## src/sv/assert_macros.svh

```systemverilog
// Assertion macros for the RTL of the translator.
// No dependencies; included by files that carry concurrent assertions.
`ifndef ASSERT_MACROS_SVH
`define ASSERT_MACROS_SVH

// Same-cycle implication, disabled while reset is asserted.
`define ASSERT_SAME(label, clk, rst_n, ante, cons, msg) \
  label: assert property (@(posedge clk) disable iff (!rst_n) (ante) |-> (cons)) \
    else $error(msg);

// Next-cycle implication, disabled while reset is asserted.
`define ASSERT_NEXT(label, clk, rst_n, ante, cons, msg) \
  label: assert property (@(posedge clk) disable iff (!rst_n) (ante) |=> (cons)) \
    else $error(msg);

`endif

```

## src/sv/tlbpt_pkg.sv

```systemverilog
// Package for the TLB and page-table translator: controller state type.
// No dependencies.
`timescale 1ns / 1ps

package tlbpt_pkg;

  typedef enum logic [2:0] {
    ST_CLEAR = 3'b001,
    ST_IDLE  = 3'b010,
    ST_MISS  = 3'b100
  } state_t;

endpackage

```

## src/sv/tlbpt_ram.sv

```systemverilog
// Generic single-port-write, single-port-read RAM with a registered read.
// No dependencies.
`timescale 1ns / 1ps

module tlbpt_ram #(
  parameter int WIDTH = 8,
  parameter int DEPTH = 256
) (
  input  logic                     clk,
  input  logic                     we,
  input  logic [$clog2(DEPTH)-1:0] waddr,
  input  logic [WIDTH-1:0]         wdata,
  input  logic [$clog2(DEPTH)-1:0] raddr,
  output logic [WIDTH-1:0]         rdata
);

  logic [WIDTH-1:0] mem [DEPTH];
  logic [WIDTH-1:0] rdata_r;

  always_ff @(posedge clk) begin
    if (we) begin
      mem[waddr] <= wdata;
    end
    rdata_r <= mem[raddr];
  end

  assign rdata = rdata_r;

endmodule

```

## src/sv/tlb_page_table_translator_unit.sv

```systemverilog
// Top level of the TLB and page-table address translator.
// Depends on tlbpt_pkg, tlbpt_ram and assert_macros.svh.
//
//  Channel  Ports                                   Handshake
//  -------  --------------------------------------  -----------------------------
//  request  in_logical_address                      start high and busy low
//  result   out_physical_address, out_tlb_hit,      out_valid high for one cycle
//           out_page_fault
//
// A TLB hit is answered from the registered outputs: the result appears the cycle after
// the request and busy stays low. A miss passes through ST_MISS, with busy high,
// for the registered read of the page-table RAM and, for an unmapped page, its write-back.
// After reset the page-table RAM is swept clear, one entry a cycle, through all PAGE_COUNT
// entries; busy is high meanwhile. The receiver cannot stall.
// Page and frame sizes must be powers of two; the block itself does not check this.
`timescale 1ns / 1ps
`include "assert_macros.svh"

module tlb_page_table_translator_unit #(
  parameter int TLB_ENTRIES = 16,
  parameter int PAGE_COUNT  = 256,
  parameter int PAGE_BYTES  = 256
) (
  input  logic        clk,
  input  logic        rst_n,
  input  logic        start,
  output logic        busy,
  input  logic [15:0] in_logical_address,
  output logic        out_valid,
  output logic [15:0] out_physical_address,
  output logic        out_tlb_hit,
  output logic        out_page_fault
);

  localparam int TLB_IW = (TLB_ENTRIES > 1) ? $clog2(TLB_ENTRIES) : 1;
  localparam int PAGE_W = $clog2(PAGE_COUNT);
  localparam int OFF_W  = $clog2(PAGE_BYTES);
  localparam int NF_W   = $clog2(PAGE_COUNT + 1);
  localparam int PT_W   = PAGE_W + 1;

  tlbpt_pkg::state_t state_r, state_nxt;

  logic [PAGE_W-1:0] clr_cnt_r, clr_cnt_nxt;
  logic [TLB_IW-1:0] ptr_r, ptr_nxt;
  logic [NF_W-1:0]   nf_r, nf_nxt;
  logic [PAGE_W-1:0] page_r;
  logic [OFF_W-1:0]  off_r;

  logic [PAGE_W-1:0] tag_r [TLB_ENTRIES];
  logic [PAGE_W-1:0] frm_r [TLB_ENTRIES];
  logic [TLB_ENTRIES-1:0] vld_r;

  logic        out_valid_r, out_valid_nxt;
  logic [15:0] out_pa_r, out_pa_nxt;
  logic        out_hit_r, out_hit_nxt;
  logic        out_fault_r, out_fault_nxt;

  logic [OFF_W+PAGE_W+15:0] addr_ext;
  logic [PAGE_W-1:0]        in_page;
  logic [OFF_W-1:0]         in_off;
  logic [TLB_ENTRIES-1:0]   match;
  logic [PAGE_W-1:0]        hit_frame;
  logic                     tlb_hit;

  logic              pt_we;
  logic [PAGE_W-1:0] pt_waddr;
  logic [PT_W-1:0]   pt_wdata;
  logic [PT_W-1:0]   pt_rdata;
  logic              pt_mapped;
  logic [PAGE_W-1:0] new_frame;
  logic [PAGE_W-1:0] miss_frame;
  logic              tlb_we;
  logic [PAGE_W+OFF_W+15:0] hit_pa_ext;
  logic [PAGE_W+OFF_W+15:0] miss_pa_ext;

  assign addr_ext = {{(OFF_W + PAGE_W){1'b0}}, in_logical_address};
  assign in_page  = addr_ext[OFF_W +: PAGE_W];
  assign in_off   = addr_ext[OFF_W-1:0];

  always_comb begin
    hit_frame = '0;
    for (int i = 0; i < TLB_ENTRIES; i++) begin
      match[i] = vld_r[i] && (tag_r[i] == in_page);
      if (match[i]) begin
        hit_frame = hit_frame | frm_r[i];
      end
    end
  end

  assign tlb_hit = |match;

  tlbpt_ram #(
    .WIDTH (PT_W),
    .DEPTH (PAGE_COUNT)
  ) u_page_table (
    .clk   (clk),
    .we    (pt_we),
    .waddr (pt_waddr),
    .wdata (pt_wdata),
    .raddr (in_page),
    .rdata (pt_rdata)
  );

  assign pt_mapped  = pt_rdata[PAGE_W];
  assign new_frame  = (nf_r >= NF_W'(PAGE_COUNT)) ? PAGE_W'(PAGE_COUNT - 1)
                                                  : nf_r[PAGE_W-1:0];
  assign miss_frame = pt_mapped ? pt_rdata[PAGE_W-1:0] : new_frame;

  assign hit_pa_ext  = {16'b0, hit_frame, in_off};
  assign miss_pa_ext = {16'b0, miss_frame, off_r};

  assign busy   = (state_r != tlbpt_pkg::ST_IDLE);
  assign tlb_we = (state_r == tlbpt_pkg::ST_MISS);

  always_comb begin
    state_nxt     = state_r;
    clr_cnt_nxt   = clr_cnt_r;
    ptr_nxt       = ptr_r;
    nf_nxt        = nf_r;
    out_valid_nxt = 1'b0;
    out_pa_nxt    = out_pa_r;
    out_hit_nxt   = out_hit_r;
    out_fault_nxt = out_fault_r;
    pt_we         = 1'b0;
    pt_waddr      = page_r;
    pt_wdata      = {1'b1, new_frame};
    unique case (state_r)
      tlbpt_pkg::ST_CLEAR: begin
        pt_we       = 1'b1;
        pt_waddr    = clr_cnt_r;
        pt_wdata    = '0;
        clr_cnt_nxt = clr_cnt_r + 1'b1;
        if (clr_cnt_r == PAGE_W'(PAGE_COUNT - 1)) begin
          state_nxt = tlbpt_pkg::ST_IDLE;
        end
      end
      tlbpt_pkg::ST_IDLE: begin
        if (start) begin
          if (tlb_hit) begin
            out_valid_nxt = 1'b1;
            out_pa_nxt    = hit_pa_ext[15:0];
            out_hit_nxt   = 1'b1;
            out_fault_nxt = 1'b0;
          end else begin
            state_nxt = tlbpt_pkg::ST_MISS;
          end
        end
      end
      tlbpt_pkg::ST_MISS: begin
        pt_we         = !pt_mapped;
        out_valid_nxt = 1'b1;
        out_pa_nxt    = miss_pa_ext[15:0];
        out_hit_nxt   = 1'b0;
        out_fault_nxt = !pt_mapped;
        if (!pt_mapped && (nf_r < NF_W'(PAGE_COUNT))) begin
          nf_nxt = nf_r + 1'b1;
        end
        ptr_nxt   = (ptr_r == TLB_IW'(TLB_ENTRIES - 1)) ? '0 : ptr_r + 1'b1;
        state_nxt = tlbpt_pkg::ST_IDLE;
      end
      default: begin
        state_nxt = tlbpt_pkg::ST_IDLE;
      end
    endcase
  end

  always_ff @(posedge clk) begin
    if (!rst_n) begin
      state_r     <= tlbpt_pkg::ST_CLEAR;
      clr_cnt_r   <= '0;
      ptr_r       <= '0;
      nf_r        <= '0;
      vld_r       <= '0;
      out_valid_r <= 1'b0;
    end else begin
      state_r     <= state_nxt;
      clr_cnt_r   <= clr_cnt_nxt;
      ptr_r       <= ptr_nxt;
      nf_r        <= nf_nxt;
      out_valid_r <= out_valid_nxt;
      if (tlb_we) begin
        vld_r[ptr_r] <= 1'b1;
      end
    end
  end

  always_ff @(posedge clk) begin
    out_pa_r    <= out_pa_nxt;
    out_hit_r   <= out_hit_nxt;
    out_fault_r <= out_fault_nxt;
    if ((state_r == tlbpt_pkg::ST_IDLE) && start) begin
      page_r <= in_page;
      off_r  <= in_off;
    end
    if (tlb_we) begin
      tag_r[ptr_r] <= page_r;
      frm_r[ptr_r] <= miss_frame;
    end
  end

  assign out_valid            = out_valid_r;
  assign out_physical_address = out_pa_r;
  assign out_tlb_hit          = out_hit_r;
  assign out_page_fault       = out_fault_r;

  `ASSERT_NEXT(a_req_answered, clk, rst_n, start && !busy, out_valid || busy,
    "Accepted request produced neither a result nor a miss cycle.")
  `ASSERT_NEXT(a_miss_result, clk, rst_n, state_r == tlbpt_pkg::ST_MISS,
    out_valid && !out_tlb_hit && !busy, "Miss cycle did not deliver a miss result.")
  `ASSERT_SAME(a_hit_no_fault, clk, rst_n, out_valid && out_tlb_hit, !out_page_fault,
    "TLB hit reported together with a page fault.")
  `ASSERT_SAME(a_free_frame_bound, clk, rst_n, 1'b1, nf_r <= NF_W'(PAGE_COUNT),
    "Free-frame counter ran past the page count.")

endmodule

```

## config.mk

```make
export PLATFORM = sky130hd
export DESIGN_NAME = tlb_page_table_translator_unit
export DESIGN_NICKNAME = d
export VERILOG_FILES = /design/src/sv/tlbpt_pkg.sv /design/src/sv/tlbpt_ram.sv /design/src/sv/tlb_page_table_translator_unit.sv
export VERILOG_INCLUDE_DIRS = /design/src /design/src/sv
export SDC_FILE = /design/constraint.sdc
export NUM_CORES = 2
export LEC_CHECK = 0
export BUFFER_PORTS_ARGS = -buffer_cell sky130_fd_sc_hd__buf_2
export CELL_PAD_IN_SITES_DETAIL_PLACEMENT = 0
export CELL_PAD_IN_SITES_GLOBAL_PLACEMENT = 2
export CORE_ASPECT_RATIO = 0.75
export CORE_MARGIN = 8
export CORE_UTILIZATION = 35
export CTS_CLUSTER_DIAMETER = 30
export DETAILED_ROUTE_END_ITERATION = 16
export PLACE_DENSITY_LB_ADDON = 0.1
export SYNTH_ARGS = -nofsm -noshare
export SYNTH_HDL_FRONTEND = slang
export SYNTH_SLANG_ARGS = --single-unit
```

## constraint.sdc

```tcl
create_clock -name clk -period 18.95 [get_ports clk]
set_clock_uncertainty 0.15 [all_clocks]
set_input_delay 3.79 -clock clk [delete_from_list [all_inputs] [get_ports clk]]
set_output_delay 3.79 -clock clk [all_outputs]
set_load 0.01 [all_outputs]
```

==> run summary <==
status: finished, final reports clean
First-pass DRT Iterations: 7
sw frac: 20.8%
Post-DP HPWL: 173000 µm
gr ovfl total: 0
combinational share of power: 2.6%
Final Hold Fails: 0
register area share after synthesis: 77.0%
Post-CTS Setup Inserts: 0
worst-path cell chain: buf_8 > buf_4 > buf_4 > buf_12 > mux4_2 > a22o_1 > a211oi_1 > o21ai_1 > a221oi_1 > buf_4 > nor3_1
crit path max fanout: 96
Worst-Skew Late Latency: 880 ps
clock power share: 57.6%
CTS tree: done
H-tree level count: 6
Die ar.: 310000 µm²
Layout Utilization: 42.9%
HP Class: flip-flop to flip-flop
Post-synth EDFFs: 2594
Fmax: 115 MHz
Crit path max-delay family: buffers and inverters
Vias: 51682
Critical Path Sink Type: flip-flop
Core Box Area: 292000 µm²
Site Rows: 172
GPL Wtd Cong: 0.749
Synth Cell Area: 102000 µm²
critical path class: primary input to flip-flop
switching pwr: 0.00334 W
Main synth FF type: edfxtp_1
synth unique cells: 61
Reg power frac: 39.7%
port buffer count: 38
Crit path required time: 19540 ps
Mapped Cells: 4947
Synth Area per Inst: 20.7 µm²
Max clock buf depth: 4
via/cell ratio: 5.31
CP startpoint kind: primary input
layout cells sized above 1: 28.2%
crit path time final: 8700 ps
Peak VDD IR: 76.9 µV
Lkg Pwr: 36.2 nW
GRT Total Usage: 19.1%
I/O pins: 39
Slew Limit Fails: 0
Final nets: 5424
Final Setup Violations: 0
WP buf/inv: 5
number of max-cap violations: 0
area leader, netlist: edfxtp_1
commonest non-fill, non-tap cell in the layout: edfxtp_1
Tcrit/Tclk final: 45.9%
initial antenna violation count: 18
number of global-route vias before repair: 53475
Slew @ Worst Pin: 1400 ps
Starting Density: 35.1%
Yosys reg bits: 2644
first-pass GRT wire length: 423000 µm
Post-synth ARST share: 0%
Relative slew margins: 6.49%
PwrDens: 128 nW/µm²
RSZ-0062 raised after global routing: no
CP dominant cell by count: buf_4
Ys Warns: 0
CTS root buf: clkbuf_16
WP data arrival: 9290 ps
Clk pin slew, worst setup/hold paths: 40 ps
Avg WL per Cell: 30.9 µm
Area contributors post-synth: edfxtp_1 76%, mux4_2 12%, mux2i_1 1.6%, nor2_1 1.2%, xnor2_1 1.2%
Die W: 641 µm
Die Height: 484 µm
peak per-stage delay on the critical path: 1100 ps
First DRT Iteration DRCs: 4571
most frequent cells in the layout: 2594 x edfxtp_1, 554 x clkbuf_16, 527 x mux4_2
Yosys top cell area share: 76.1%
Pint: 0.0127 W
clk sink count: 2644
ANT nets after route: 0
Slowest-stage cell, CP: a221oi_1
Hold Buf Count CTS: 0
largest net degree at the start of global routing: 209
final wirelength: 301000 µm
Mapped Nets: 4972
number of gates resized after CTS: 0
TritonCTS Buffers: 526
final hold slack: 310 ps
DRC viols: 0
Layout area overhead: 22.3%
Fin Setup TNS: 0 ps
cells in the mapped netlist (all sizes together) (13+ instances only):
master	n
xnor2	140
nand4	24
a21oi	78
a221oi	61
nor3	37
a211oi	21
o21ai	28
a22oi	102
o221ai	51
buf	171
inv	20
and2	19
nor2	327
nor2b	19
mux4	533
clkbuf	110
nor4	13
edfxtp	2594
nand3	25
o21a	16
dfxtp	50
nand3b	14
nand2	130
a22o	51
mux2i	166
o22ai	38
power by group through the flow:
stage               sequential (W)  clock, W  combinational, W
finish                     0.00638   0.00925          0.000420
detailed placement         0.00649         0          0.000427
CTS                        0.00638   0.00941          0.000428
global placement           0.00649         0          0.000427
global route               0.00638   0.00970          0.000442
floorplan                  0.00648         0          0.000248
layer usage:
metal | GRT usage, % | share of wire [%]
met1 | 28.7 | 47
met2 | 28.6 | 45
met5 | 0 | 0.0043
met4 | 4.22 | 1.9
met3 | 3.82 | 6.2
state kept, by name, summed over array words and instances (netlist names), 9 cells and up:
register / count
frm_r: 128
nf_r: 9
out_physical_address: 16
tag_r: 128
u_page_table.mem: 2304
u_page_table.rdata: 9
vld_r: 16
final timing paths:
path,depth (start not counted),slack (ps),from,end
worst max-delay path,11,10250,in_logical_address[8],u_page_table.rdata[7]
worst min-delay path,1,310,vld_r[11],vld_r[11]
worst min register to register,1,310,vld_r[11],vld_r[11]
worst max register to register,9,13830,state_r[0],u_page_table.mem[78][1]
per-stage QoR:
step / power [W] / std cells / setup slack, ps / cell area (µm²)
floorplan: 0.00673 / 4947 / 10580 / 102000
global placement: 0.00692 / 8786 / 8820 / 107000
detailed placement: 0.00691 / 8786 / 9330 / 107000
CTS: 0.0162 / 9727 / 10290 / 125000
global route: 0.0165 / 9729 / 10110 / 125000
finish: 0.0161 / 9732 / 10250 / 125000
cell families after synthesis:
| family | count (synthesis) | synth area share (%) |
|---|---|---|
| DFF | 2644 | 77.0 |
| muxes | 703 | 13.4 |
| and+or+nand+nor | 647 | 2.88 |
| AOI/OAI and AO/OA | 504 | 3.64 |
| buffers and inverters | 301 | 1.74 |
| xor gates and xnor gates | 142 | 1.21 |
| adders and majority gates | 6 | 0.0733 |
final cells by class:
type                       count  area, µm²
timing repair buffer         205       1620
tap                         3915       4900
inverter                      20       82.6
multi-input combinational   2002      22000
fill                       25472     167000
clock buffer                 607      14100
clock inverter               334       3690
antenna                        5       12.5
sequential                  2644      78900
(Power assumes the default switching activity.)
